## src/rtl/core/edpm_pkg.sv

```systemverilog
`timescale 1ns / 1ps
// ----------------------------------------------------------------------------
// edpm_pkg: shared types and constants of the encoder distance move controller
// Word formats, configuration record, operation codes and the derived widths
// of the position loop datapath.
// ----------------------------------------------------------------------------
package edpm_pkg;

  localparam int POSITION_WIDTH     = 24;
  localparam int GAIN_FRACTION_BITS = 8;

  localparam int TARGET_W = 24;
  localparam int GAIN_W   = 16;
  localparam int BAND_W   = 16;
  localparam int LIMIT_W  = 7;
  localparam int DRIVE_W  = 8;

  // Error, derivative and integral widths.
  localparam int ERR_W = ((POSITION_WIDTH > TARGET_W) ? POSITION_WIDTH : TARGET_W) + 1;
  localparam int DER_W = ERR_W + 1;
  localparam int INT_W = 10;

  // Product and sum widths (gains are unsigned, extended by one sign bit).
  localparam int PROD_P_W = GAIN_W + 1 + ERR_W;
  localparam int PROD_I_W = GAIN_W + 1 + INT_W;
  localparam int PROD_D_W = GAIN_W + 1 + DER_W;
  localparam int SUM_W    = PROD_D_W + 1;
  localparam int QUO_W    = SUM_W - GAIN_FRACTION_BITS;

  localparam int INTEGRAL_WINDOW = 100;
  localparam int INTEGRAL_LIMIT  = 500;
  localparam int DRIVE_MAX       = 100;
  localparam int SETTLE_MAX      = 3;
  localparam int SETTLE_W        = 2;
  localparam int STALL_W         = 16;

  localparam int QUEUE_DEPTH = 2;
  localparam int QPTR_W      = (QUEUE_DEPTH > 1) ? $clog2(QUEUE_DEPTH) : 1;
  localparam int QCNT_W      = $clog2(QUEUE_DEPTH + 1);

  localparam int ADDR_W = 5;
  localparam int DATA_W = 32;

  localparam logic REQ_START  = 1'b0;
  localparam logic REQ_SAMPLE = 1'b1;

  typedef enum logic [1:0] {
    CAUSE_RUNNING = 2'd0,
    CAUSE_SETTLED = 2'd1,
    CAUSE_STALLED = 2'd2
  } cause_t;

  typedef enum logic [2:0] {
    REG_GAIN_P         = 3'd0,
    REG_GAIN_I         = 3'd1,
    REG_GAIN_D         = 3'd2,
    REG_SPEED_LIMIT    = 3'd3,
    REG_TARGET_DEGREES = 3'd4,
    REG_SETTLE_BAND    = 3'd5,
    REG_PROGRESS_BAND  = 3'd6,
    REG_TIMEOUT_TICKS  = 3'd7
  } reg_index_t;

  typedef struct packed {
    logic                               req_type;
    logic signed [POSITION_WIDTH-1:0]   left_position;
    logic signed [POSITION_WIDTH-1:0]   right_position;
  } req_t;

  typedef struct packed {
    logic signed [DRIVE_W-1:0] drive;
    logic                      done_res;
    logic [1:0]                end_cause;
  } rsp_t;

  typedef struct packed {
    logic [GAIN_W-1:0]          gain_p;
    logic [GAIN_W-1:0]          gain_i;
    logic [GAIN_W-1:0]          gain_d;
    logic [LIMIT_W-1:0]         speed_limit;
    logic signed [TARGET_W-1:0] target_degrees;
    logic [BAND_W-1:0]          settle_band;
    logic [BAND_W-1:0]          progress_band;
    logic [STALL_W-1:0]         timeout_ticks;
  } cfg_t;

  // Operation handed from the front end to the loop back end.
  typedef struct packed {
    logic                    start;
    logic signed [ERR_W-1:0] err;
  } op_t;

  // Queue status seen by both ends.
  typedef struct packed {
    logic full;
    logic valid;
  } queue_status_t;

endpackage

```

## src/rtl/core/edpm_front.sv

```systemverilog
`timescale 1ns / 1ps
// ----------------------------------------------------------------------------
// edpm_front: request intake and position error
// Accepts request words, keeps the encoder baseline, and turns each sample
// into a signed position error for the loop back end.
// ----------------------------------------------------------------------------
module edpm_front (
  input  logic                   clk,
  input  logic                   rst,
  input  logic                   req_valid,
  output logic                   req_stall,
  input  edpm_pkg::req_t         req,
  input  edpm_pkg::cfg_t         cfg,
  input  edpm_pkg::queue_status_t qstat,
  output logic                   push,
  output edpm_pkg::op_t          push_op
);

  logic                                   f_valid;
  logic                                   f_start;
  logic signed [edpm_pkg::POSITION_WIDTH-1:0] f_dl;
  logic signed [edpm_pkg::POSITION_WIDTH-1:0] f_dr;
  logic signed [edpm_pkg::POSITION_WIDTH-1:0] baseline_left;
  logic signed [edpm_pkg::POSITION_WIDTH-1:0] baseline_right;
  logic                                   accept;
  logic signed [edpm_pkg::POSITION_WIDTH:0]   delta_sum;
  logic signed [edpm_pkg::POSITION_WIDTH-1:0] travelled;

  assign req_stall = f_valid & qstat.full;
  assign accept    = req_valid & ~req_stall;
  assign push      = f_valid & ~qstat.full;

  // Average of the two wrapped deltas, rounded toward minus infinity.
  assign delta_sum = (edpm_pkg::POSITION_WIDTH + 1)'(f_dl) + (edpm_pkg::POSITION_WIDTH + 1)'(f_dr);
  assign travelled = delta_sum[edpm_pkg::POSITION_WIDTH:1];

  always_comb begin
    push_op.start = f_start;
    push_op.err   = edpm_pkg::ERR_W'(cfg.target_degrees) - edpm_pkg::ERR_W'(travelled);
  end

  always_ff @(posedge clk) begin
    if (rst) begin
      f_valid        <= 1'b0;
      baseline_left  <= '0;
      baseline_right <= '0;
    end else begin
      if (accept) begin
        f_valid <= 1'b1;
      end else if (push) begin
        f_valid <= 1'b0;
      end
      if (accept && req.req_type == edpm_pkg::REQ_START) begin
        baseline_left  <= req.left_position;
        baseline_right <= req.right_position;
      end
    end
  end

  always_ff @(posedge clk) begin
    if (accept) begin
      f_start <= (req.req_type == edpm_pkg::REQ_START);
      f_dl    <= req.left_position - baseline_left;
      f_dr    <= req.right_position - baseline_right;
    end
  end

endmodule

```

## src/rtl/core/edpm_queue.sv

```systemverilog
`timescale 1ns / 1ps
// ----------------------------------------------------------------------------
// edpm_queue: operation queue between front and back end
// A small FIFO of loop operations so that either side can stall on its own.
// ----------------------------------------------------------------------------
module edpm_queue (
  input  logic                    clk,
  input  logic                    rst,
  input  logic                    push,
  input  edpm_pkg::op_t           push_op,
  input  logic                    pop,
  output edpm_pkg::op_t           head,
  output edpm_pkg::queue_status_t qstat
);

  edpm_pkg::op_t                entries [edpm_pkg::QUEUE_DEPTH];
  logic [edpm_pkg::QPTR_W-1:0]  wr_ptr;
  logic [edpm_pkg::QPTR_W-1:0]  rd_ptr;
  logic [edpm_pkg::QCNT_W-1:0]  count;

  localparam logic [edpm_pkg::QPTR_W-1:0] LastPtr = edpm_pkg::QPTR_W'(edpm_pkg::QUEUE_DEPTH - 1);
  localparam logic [edpm_pkg::QCNT_W-1:0] FullCnt = edpm_pkg::QCNT_W'(edpm_pkg::QUEUE_DEPTH);

  assign head        = entries[rd_ptr];
  assign qstat.full  = (count == FullCnt);
  assign qstat.valid = (count != '0);

  always_ff @(posedge clk) begin
    if (rst) begin
      wr_ptr <= '0;
      rd_ptr <= '0;
      count  <= '0;
    end else begin
      if (push) begin
        wr_ptr <= (wr_ptr == LastPtr) ? '0 : wr_ptr + 1'b1;
      end
      if (pop) begin
        rd_ptr <= (rd_ptr == LastPtr) ? '0 : rd_ptr + 1'b1;
      end
      if (push && !pop) begin
        count <= count + 1'b1;
      end else if (pop && !push) begin
        count <= count - 1'b1;
      end
    end
  end

  always_ff @(posedge clk) begin
    if (push) begin
      entries[wr_ptr] <= push_op;
    end
  end

  a_no_overflow: assert property (@(posedge clk) disable iff (rst) push |-> !qstat.full || pop)
    else $error("operation queue written while full");
  a_no_underflow: assert property (@(posedge clk) disable iff (rst) pop |-> qstat.valid)
    else $error("operation queue read while empty");
  a_count_bound: assert property (@(posedge clk) disable iff (rst) count <= FullCnt)
    else $error("operation queue count out of range");

endmodule

```

## src/rtl/core/edpm_back.sv

```systemverilog
`timescale 1ns / 1ps
// ----------------------------------------------------------------------------
// edpm_back: loop state, PID products and drive saturation
// Stage one updates integral, derivative and termination counters; stage two
// forms the three gain products; the output stage scales and saturates.
// ----------------------------------------------------------------------------
module edpm_back (
  input  logic                    clk,
  input  logic                    rst,
  input  edpm_pkg::cfg_t          cfg,
  input  edpm_pkg::queue_status_t qstat,
  input  edpm_pkg::op_t           head,
  output logic                    pop,
  output logic                    rsp_valid,
  input  logic                    rsp_stall,
  output edpm_pkg::rsp_t          rsp
);

  localparam int EW = edpm_pkg::ERR_W;
  localparam int IW = edpm_pkg::INT_W;
  localparam int FB = edpm_pkg::GAIN_FRACTION_BITS;

  // Loop state.
  logic signed [EW-1:0]                 previous_error;
  logic signed [IW-1:0]                 integral_sum;
  logic [edpm_pkg::SETTLE_W-1:0]        settle_count;
  logic [edpm_pkg::STALL_W-1:0]         stall_count;
  logic                                 finished;
  edpm_pkg::cause_t                     end_code;

  // Stage one.
  logic                                 s1_valid;
  logic                                 s1_pid;
  logic                                 s1_done;
  edpm_pkg::cause_t                     s1_cause;
  logic signed [EW-1:0]                 s1_err;
  logic signed [IW-1:0]                 s1_int;
  logic signed [edpm_pkg::DER_W-1:0]    s1_der;

  // Stage two.
  logic                                 s2_valid;
  logic                                 s2_pid;
  logic                                 s2_done;
  edpm_pkg::cause_t                     s2_cause;
  logic signed [edpm_pkg::PROD_P_W-1:0] s2_pp;
  logic signed [edpm_pkg::PROD_I_W-1:0] s2_pi;
  logic signed [edpm_pkg::PROD_D_W-1:0] s2_pd;

  logic out_ok, s2_ready, s1_ready;

  // Sample arithmetic on the queue head.
  logic [EW-1:0]                        aerr;
  logic signed [IW:0]                   int_acc;
  logic signed [IW-1:0]                 int_next;
  logic signed [edpm_pkg::DER_W-1:0]    der;
  logic [edpm_pkg::SETTLE_W-1:0]        settle_next;
  logic [edpm_pkg::STALL_W-1:0]         stall_next;
  edpm_pkg::cause_t                     cause_next;

  // Output arithmetic.
  logic signed [edpm_pkg::GAIN_W:0]     gp_s, gi_s, gd_s;
  logic signed [edpm_pkg::SUM_W-1:0]    pid_sum;
  logic signed [edpm_pkg::SUM_W-1:0]    pid_adj;
  logic signed [edpm_pkg::QUO_W-1:0]    quo;
  logic [edpm_pkg::LIMIT_W-1:0]         lim;
  logic signed [edpm_pkg::QUO_W-1:0]    lim_pos, lim_neg;
  logic signed [edpm_pkg::DRIVE_W-1:0]  drive_sat;

  localparam logic [edpm_pkg::STALL_W-1:0]  StallMax  = '1;
  localparam logic [edpm_pkg::SETTLE_W-1:0] SettleMax = edpm_pkg::SETTLE_W'(edpm_pkg::SETTLE_MAX);

  assign out_ok   = ~rsp_valid | ~rsp_stall;
  assign s2_ready = ~s2_valid | out_ok;
  assign s1_ready = ~s1_valid | s2_ready;
  assign pop      = qstat.valid & s1_ready;

  always_comb begin
    aerr    = head.err[EW-1] ? EW'(-head.err) : EW'(head.err);
    int_acc = (IW + 1)'(integral_sum) + head.err[IW:0];
    if (aerr > EW'(edpm_pkg::INTEGRAL_WINDOW) || head.err == '0) begin
      int_next = '0;
    end else if (int_acc > (IW + 1)'(edpm_pkg::INTEGRAL_LIMIT)) begin
      int_next = IW'(edpm_pkg::INTEGRAL_LIMIT);
    end else if (int_acc < -(IW + 1)'(edpm_pkg::INTEGRAL_LIMIT)) begin
      int_next = -IW'(edpm_pkg::INTEGRAL_LIMIT);
    end else begin
      int_next = int_acc[IW-1:0];
    end
    der = edpm_pkg::DER_W'(head.err) - edpm_pkg::DER_W'(previous_error);

    if (aerr < EW'(cfg.settle_band)) begin
      settle_next = (settle_count == SettleMax) ? settle_count : settle_count + 1'b1;
    end else begin
      settle_next = '0;
    end
    if (aerr > EW'(cfg.progress_band)) begin
      stall_next = '0;
    end else begin
      stall_next = (stall_count == StallMax) ? stall_count : stall_count + 1'b1;
    end

    if (settle_next > edpm_pkg::SETTLE_W'(1)) begin
      cause_next = edpm_pkg::CAUSE_SETTLED;
    end else if (stall_next > cfg.timeout_ticks) begin
      cause_next = edpm_pkg::CAUSE_STALLED;
    end else begin
      cause_next = edpm_pkg::CAUSE_RUNNING;
    end
  end

  // Loop state and stage one registers.
  always_ff @(posedge clk) begin
    if (rst) begin
      previous_error <= '0;
      integral_sum   <= '0;
      settle_count   <= '0;
      stall_count    <= '0;
      finished       <= 1'b1;
      end_code       <= edpm_pkg::CAUSE_RUNNING;
      s1_valid       <= 1'b0;
    end else begin
      if (s1_ready) begin
        s1_valid <= pop;
      end
      if (pop) begin
        if (head.start) begin
          previous_error <= '0;
          integral_sum   <= '0;
          settle_count   <= '0;
          stall_count    <= '0;
          finished       <= 1'b0;
          end_code       <= edpm_pkg::CAUSE_RUNNING;
        end else if (!finished) begin
          previous_error <= head.err;
          integral_sum   <= int_next;
          settle_count   <= settle_next;
          stall_count    <= stall_next;
          if (cause_next != edpm_pkg::CAUSE_RUNNING) begin
            finished <= 1'b1;
            end_code <= cause_next;
          end
        end
      end
    end
  end

  always_ff @(posedge clk) begin
    if (pop) begin
      s1_err <= head.err;
      s1_int <= int_next;
      s1_der <= der;
      if (head.start) begin
        s1_pid   <= 1'b0;
        s1_done  <= 1'b0;
        s1_cause <= edpm_pkg::CAUSE_RUNNING;
      end else if (finished) begin
        s1_pid   <= 1'b0;
        s1_done  <= 1'b1;
        s1_cause <= end_code;
      end else begin
        s1_pid   <= (cause_next == edpm_pkg::CAUSE_RUNNING);
        s1_done  <= (cause_next != edpm_pkg::CAUSE_RUNNING);
        s1_cause <= cause_next;
      end
    end
  end

  // Stage two: gain products.
  assign gp_s = $signed({1'b0, cfg.gain_p});
  assign gi_s = $signed({1'b0, cfg.gain_i});
  assign gd_s = $signed({1'b0, cfg.gain_d});

  always_ff @(posedge clk) begin
    if (rst) begin
      s2_valid <= 1'b0;
    end else if (s2_ready) begin
      s2_valid <= s1_valid;
    end
  end

  always_ff @(posedge clk) begin
    if (s2_ready) begin
      s2_pid   <= s1_pid;
      s2_done  <= s1_done;
      s2_cause <= s1_cause;
      s2_pp    <= gp_s * s1_err;
      s2_pi    <= gi_s * s1_int;
      s2_pd    <= gd_s * s1_der;
    end
  end

  // Output stage: scale toward zero, then saturate to the speed limit.
  always_comb begin
    pid_sum = edpm_pkg::SUM_W'(s2_pp) + edpm_pkg::SUM_W'(s2_pi) + edpm_pkg::SUM_W'(s2_pd);
    pid_adj = pid_sum + (pid_sum[edpm_pkg::SUM_W-1] ? edpm_pkg::SUM_W'((2 ** FB) - 1)
                                                    : edpm_pkg::SUM_W'(0));
    quo     = pid_adj[edpm_pkg::SUM_W-1:FB];
    lim     = (cfg.speed_limit > edpm_pkg::LIMIT_W'(edpm_pkg::DRIVE_MAX))
            ? edpm_pkg::LIMIT_W'(edpm_pkg::DRIVE_MAX) : cfg.speed_limit;
    lim_pos = edpm_pkg::QUO_W'({1'b0, lim});
    lim_neg = -lim_pos;
    if (!s2_pid) begin
      drive_sat = '0;
    end else if (quo > lim_pos) begin
      drive_sat = edpm_pkg::DRIVE_W'(lim_pos);
    end else if (quo < lim_neg) begin
      drive_sat = edpm_pkg::DRIVE_W'(lim_neg);
    end else begin
      drive_sat = quo[edpm_pkg::DRIVE_W-1:0];
    end
  end

  always_ff @(posedge clk) begin
    if (rst) begin
      rsp_valid <= 1'b0;
    end else if (out_ok) begin
      rsp_valid <= s2_valid;
    end
  end

  always_ff @(posedge clk) begin
    if (out_ok) begin
      rsp.drive     <= drive_sat;
      rsp.done_res  <= s2_done;
      rsp.end_cause <= s2_cause;
    end
  end

  a_integral_clamped: assert property (@(posedge clk) disable iff (rst)
      integral_sum <= IW'(edpm_pkg::INTEGRAL_LIMIT) && integral_sum >= -IW'(edpm_pkg::INTEGRAL_LIMIT))
    else $error("integral outside its clamp");
  a_finished_holds: assert property (@(posedge clk) disable iff (rst)
      pop && !head.start && finished |=> $stable(integral_sum) && $stable(previous_error) && finished)
    else $error("loop state changed by a sample after the move ended");
  a_running_no_cause: assert property (@(posedge clk) disable iff (rst)
      rsp_valid && !rsp.done_res |-> rsp.end_cause == edpm_pkg::CAUSE_RUNNING)
    else $error("running result carries an end cause");

endmodule

```

## src/rtl/core/encoder_distance_pid_move.sv

```systemverilog
`timescale 1ns / 1ps
// ----------------------------------------------------------------------------
// encoder_distance_pid_move: encoder distance PID move controller
// Drives a two-sided base to a target travel from left and right encoder
// positions, with integral clamp, speed saturation and settle/stall ending.
// ----------------------------------------------------------------------------
// Usage:
//   Software programs gains, speed limit, target and bands over the APB-style
//   port while the block is idle; pready is always high and reads return the
//   stored register value. A request word with req_type 0 starts a move and
//   latches both encoder positions as the baseline; a request word with
//   req_type 1 is one control tick. Every request word yields exactly one
//   response word carrying drive, done_res and end_cause.
//   A word is taken on a rising edge with valid high and stall low.
//   A word passes the front-end register, the queue, both back-end stages and
//   the response register. The block takes one request word per cycle unless
//   the receiver stalls: the only recurrence is the update of integral,
//   previous error and the termination counters in the first back-end stage;
//   the gain products and the output scaling are pipelined behind it.
//   Reset empties the pipeline, restores every setting to its default and
//   leaves the controller finished with end cause zero until a start arrives.
//   When the receiver stalls, the response word holds, the back-end stages
//   and the two-entry queue fill, and req_stall rises once the front-end
//   register cannot hand its word on.
// ----------------------------------------------------------------------------
module encoder_distance_pid_move (
  input  logic                         clk,
  input  logic                         rst,
  // Configuration port.
  input  logic                         psel,
  input  logic                         penable,
  input  logic                         pwrite,
  input  logic [edpm_pkg::ADDR_W-1:0]  paddr,
  input  logic [edpm_pkg::DATA_W-1:0]  pwdata,
  output logic [edpm_pkg::DATA_W-1:0]  prdata,
  output logic                         pready,
  // Request channel.
  input  logic                         req_valid,
  output logic                         req_stall,
  input  edpm_pkg::req_t               req,
  // Response channel.
  output logic                         rsp_valid,
  input  logic                         rsp_stall,
  output edpm_pkg::rsp_t               rsp
);

  edpm_pkg::cfg_t          cfg;
  edpm_pkg::reg_index_t    reg_sel;
  edpm_pkg::queue_status_t qstat;
  edpm_pkg::op_t           push_op;
  edpm_pkg::op_t           head;
  logic                    push;
  logic                    pop;
  logic                    cfg_write;

  assign pready    = 1'b1;
  assign cfg_write = psel & penable & pwrite & pready;
  assign reg_sel   = edpm_pkg::reg_index_t'(paddr[4:2]);

  // Register file. Writes take the low bits of the data word.
  always_ff @(posedge clk) begin
    if (rst) begin
      cfg.gain_p         <= 16'd18;
      cfg.gain_i         <= 16'd5;
      cfg.gain_d         <= 16'd102;
      cfg.speed_limit    <= 7'd100;
      cfg.target_degrees <= '0;
      cfg.settle_band    <= '0;
      cfg.progress_band  <= '0;
      cfg.timeout_ticks  <= 16'd50;
    end else if (cfg_write) begin
      case (reg_sel)
        edpm_pkg::REG_GAIN_P:         cfg.gain_p         <= pwdata[edpm_pkg::GAIN_W-1:0];
        edpm_pkg::REG_GAIN_I:         cfg.gain_i         <= pwdata[edpm_pkg::GAIN_W-1:0];
        edpm_pkg::REG_GAIN_D:         cfg.gain_d         <= pwdata[edpm_pkg::GAIN_W-1:0];
        edpm_pkg::REG_SPEED_LIMIT:    cfg.speed_limit    <= pwdata[edpm_pkg::LIMIT_W-1:0];
        edpm_pkg::REG_TARGET_DEGREES: cfg.target_degrees <= pwdata[edpm_pkg::TARGET_W-1:0];
        edpm_pkg::REG_SETTLE_BAND:    cfg.settle_band    <= pwdata[edpm_pkg::BAND_W-1:0];
        edpm_pkg::REG_PROGRESS_BAND:  cfg.progress_band  <= pwdata[edpm_pkg::BAND_W-1:0];
        edpm_pkg::REG_TIMEOUT_TICKS:  cfg.timeout_ticks  <= pwdata[edpm_pkg::STALL_W-1:0];
        default: ;
      endcase
    end
  end

  // Read-back; the target is returned sign-extended.
  always_comb begin
    case (reg_sel)
      edpm_pkg::REG_GAIN_P:         prdata = edpm_pkg::DATA_W'(cfg.gain_p);
      edpm_pkg::REG_GAIN_I:         prdata = edpm_pkg::DATA_W'(cfg.gain_i);
      edpm_pkg::REG_GAIN_D:         prdata = edpm_pkg::DATA_W'(cfg.gain_d);
      edpm_pkg::REG_SPEED_LIMIT:    prdata = edpm_pkg::DATA_W'(cfg.speed_limit);
      edpm_pkg::REG_TARGET_DEGREES: prdata = edpm_pkg::DATA_W'(cfg.target_degrees);
      edpm_pkg::REG_SETTLE_BAND:    prdata = edpm_pkg::DATA_W'(cfg.settle_band);
      edpm_pkg::REG_PROGRESS_BAND:  prdata = edpm_pkg::DATA_W'(cfg.progress_band);
      edpm_pkg::REG_TIMEOUT_TICKS:  prdata = edpm_pkg::DATA_W'(cfg.timeout_ticks);
      default:                      prdata = '0;
    endcase
  end

  // Front end: baseline and position error.
  edpm_front u_front (
    .clk       (clk),
    .rst       (rst),
    .req_valid (req_valid),
    .req_stall (req_stall),
    .req       (req),
    .cfg       (cfg),
    .qstat     (qstat),
    .push      (push),
    .push_op   (push_op)
  );

  // Decoupling queue.
  edpm_queue u_queue (
    .clk     (clk),
    .rst     (rst),
    .push    (push),
    .push_op (push_op),
    .pop     (pop),
    .head    (head),
    .qstat   (qstat)
  );

  // Back end: loop state, PID and output register.
  edpm_back u_back (
    .clk       (clk),
    .rst       (rst),
    .cfg       (cfg),
    .qstat     (qstat),
    .head      (head),
    .pop       (pop),
    .rsp_valid (rsp_valid),
    .rsp_stall (rsp_stall),
    .rsp       (rsp)
  );

endmodule

```

## config.mk

```make
export PLATFORM = sky130hd
export DESIGN_NAME = encoder_distance_pid_move
export DESIGN_NICKNAME = d
export VERILOG_FILES = /design/src/rtl/core/edpm_pkg.sv /design/src/rtl/core/edpm_front.sv /design/src/rtl/core/edpm_queue.sv /design/src/rtl/core/edpm_back.sv /design/src/rtl/core/encoder_distance_pid_move.sv
export SDC_FILE = /design/constraint.sdc
export NUM_CORES = 2
export LEC_CHECK = 0
export BUFFER_PORTS_ARGS = -buffer_cell sky130_fd_sc_hd__buf_4
export CORE_MARGIN = 1
export CORE_UTILIZATION = 45
export DETAILED_ROUTE_END_ITERATION = 12
export GPL_TIMING_DRIVEN = 1
export PLACE_DENSITY = 0.64
export SLEW_MARGIN = 0
export SYNTH_ARGS = -nofsm -noshare
export SYNTH_HDL_FRONTEND = slang
export SYNTH_SLANG_ARGS = --single-unit
```

## constraint.sdc

```tcl
create_clock -name clk -period 10.9 [get_ports clk]
set_input_delay 1.635 -clock clk [delete_from_list [all_inputs] [get_ports clk]]
set_output_delay 1.635 -clock clk [all_outputs]
set_load 0.01 [all_outputs]
```

==> results.sh <==
export IMPL_clk_path_buf_depth=3
export IMPL_io_pins=139
export IMPL_dr_pass1_iters=5
export IMPL_post_cts_setup_buffers=0
export IMPL_synth_compound_area_frac=0.0995
export IMPL_synth_top_family_by_area="adder cells"
export IMPL_drive_gt1_frac=0.0524
export IMPL_htree_num_levels=2
export IMPL_wl_per_cell_um=20.3
export IMPL_yosys_area_share_adder=0.391
export IMPL_hold_violations=0
export IMPL_yosysWarnings=0
export IMPL_start_util=0.455
export IMPL_synth_xor_area_share=0.0395
export IMPL_synth_area_um2=66500
export IMPL_layout_nets=8915
export IMPL_slew_violations=0
export IMPL_critPathRequiredTime_ns=11.43
export IMPL_slowest_stage="edfxtp_1"
export IMPL_ys_types=100
export IMPL_hpwl_mm=151
export IMPL_critPathMaxFanout=17
export IMPL_crit_path_end_kind="register"
export IMPL_rsz0062_at_grt="no"
export IMPL_num_rows=140
export IMPL_hold_path_depth=0
export IMPL_cts_sinks=533
export IMPL_die_x_um=387
export IMPL_async_reset_ff_frac=0
export IMPL_vias=50600
export IMPL_ys_top_cells_by_area="fa_1, edfxtp_1, ha_1"
export IMPL_cp_slowest_stage_delay_ns=1.02
export IMPL_finalCriticalPeriod_ns=8.54
export IMPL_synth_edf_count=293
export IMPL_postSynthCellCount=7357
export IMPL_finalCritPeriodShare=0.784
export IMPL_core_area_um2=146000
export IMPL_grt_max_degree=86
export IMPL_clk_latency_ns=0.70
export IMPL_whs_endpoint="u_back.rsp[2]"
export IMPL_status="finished, final reports clean"
export IMPL_yosys_area_share_simple=0.166
export IMPL_yosys_area_top_type_share=0.288
export IMPL_synth_seq_cells=533
export IMPL_grt_first_pass_wirelength_mm=297
export IMPL_avgSynthCellArea_um2=9.04
export IMPL_cts_buffers=61
export IMPL_die_h_um=387
export IMPL_cts_hold_buffers=0
export IMPL_worstSetupStartpointType="register"
export IMPL_final_common_cell="inv_1"
export IMPL_ant_nets=0
export IMPL_ys_flop_type="edfxtp_1"
export IMPL_maxCapViolations=0
export IMPL_hp_start="u_back.s2_done"
export IMPL_fmax_ghz=0.117
export IMPL_drcViolationCount=0
export IMPL_yosysTopAreaCell="fa_1"
export IMPL_portBuffers=127
export IMPL_muxShareOfSynthArea=0.0112
export IMPL_syn_to_final_growth_pct=7.19
export IMPL_cpLargestDelayFamily="compound AO/OA/AOI/OAI gates"
export IMPL_cts_tree="built"
export IMPL_avgViaCountPerCell=5.45
export IMPL_hold_path_class="register to register"
export IMPL_clk_transition_reported_paths_ns=0.06
export IMPL_antenna_found_initial=3
export IMPL_place_gp_congestion=0.996
export IMPL_skew_ns=0.0817
export IMPL_track_usage=0.254
export IMPL_max_slew_worst_pin_slew_ns=1.32
export IMPL_root_buffer="clkbuf_16"
export IMPL_worst_r2r_path_depth=27
export IMPL_worst_path_buf_inv=1
export IMPL_finalWirelength_mm=188
export IMPL_overflow=0
export IMPL_ys_seq_area_frac=0.204
export IMPL_final_cell_mix="inv_1, nand2_1, fa_1"
export IMPL_synth_nets=8957
export IMPL_r2r_end="u_back.rsp[5]"
export IMPL_crit_type="register to register"
export IMPL_cts_resized_gates=0
export IMPL_fin_setup_tns_ns=0
export IMPL_cpMostUsedCell="o21a_1"
export IMPL_design_die_area_um2=149000
export IMPL_drt_iter0_drc=3480
export IMPL_ff2ff_setup_slack_ns=2.36
export IMPL_setup_viol=0
export IMPL_cp_arrival_ns=9.07
export IMPL_grt_pass1_vias=52700
export IMPL_reg2reg_from="u_back.s2_pi[26]"
export IMPL_slew_headroom=0.121
per-layer routing:
layer / track usage / part of all wire / up-vias
met5: 0 / 0 / -
met4: 0.115 / 0.055 / 0
met3: 0.0381 / 0.066 / 375
met1: 0.323 / 0.41 / 25100
met2: 0.425 / 0.47 / 1736
li1: - / - / 23400
how the worst max path moves through the flow:
| stage | from | to | slack, ns | cells past startpoint |
|---|---|---|---|---|
| after detailed placement | u_back.s2_pi[26] | u_back.rsp[5] | 2.27 | 27 |
| after global routing | u_back.s2_pi[26] | u_back.rsp[5] | 1.61 | 27 |
| after CTS | u_back.s2_pi[26] | u_back.rsp[5] | 2.21 | 27 |
| after floorplan | cfg[118] | u_back.s2_pp[39] | 3.45 | 28 |
| final | u_back.s2_pi[26] | u_back.rsp[5] | 2.36 | 27 |
| after global placement | u_back.s2_pi[26] | u_back.rsp[5] | 2.37 | 28 |
cells in the mapped netlist, types with 85 or more instances:
cell,n
edfxtp_1,293
xor2_1,87
clkbuf_1,253
xnor2_1,213
dfxtp_1,240
nand3_1,85
inv_1,1243
and2_1,413
fa_1,957
ha_1,550
nor3_1,91
nor2_1,344
o21ai_0,176
nand2_1,1115
a21oi_1,396
final cells by class:
cell class,instances,area [um^2]
Tap cell,1917,2400
Timing Repair Buffer,194,1460
Sequential cell,533,13600
Clock buffer,92,1830
Multi-Input combinational cell,5278,47100
Clock inverter,23,236
Inverter,1247,4680
Antenna cell,1,2.50
Fill cell,13600,74900
kinds of logic after synthesis:
kind of cell / after synthesis
flops: 533
simple gates: 2358
fa+ha+maj: 1507
other cells: 1
compound gates: 1046
buf+inv: 1546
xor+xnor: 300
mux: 66
through the flow:
stage / cell area (um^2) / cells / util / hold slack, ns / setup WS [ns]
2_1_floorplan: 66500 / 7357 / - / 0.400 / 3.45
3_3_place_gp: 69300 / 9169 / 0.473 / 0.406 / 2.37
3_5_place_dp: 69300 / 9169 / 0.473 / 0.409 / 2.27
4_1_cts: 71300 / 9284 / 0.488 / 0.426 / 2.21
5_1_grt: 71300 / 9284 / 0.488 / 0.432 / 1.61
6_report: 71300 / 9285 / 0.488 / 0.426 / 2.36
registers in the layout (all words and copies together) (netlist names), 11 cells and up, named ones only:
register	count
cfg	127
u_queue.entries	52
u_back.s2_pd	43
u_back.s2_pp	42
u_back.s2_pi	27
u_back.s1_der	26
u_back.previous_error	25
u_back.s1_err	25
u_front.baseline_left	24
u_front.baseline_right	24
u_front.f_dl	24
u_front.f_dr	24
u_back.stall_count	16
u_back.rsp	11
Power is not shown: default switching activity piles up to over one toggle a cycle in this logic, so the estimate is an artifact.
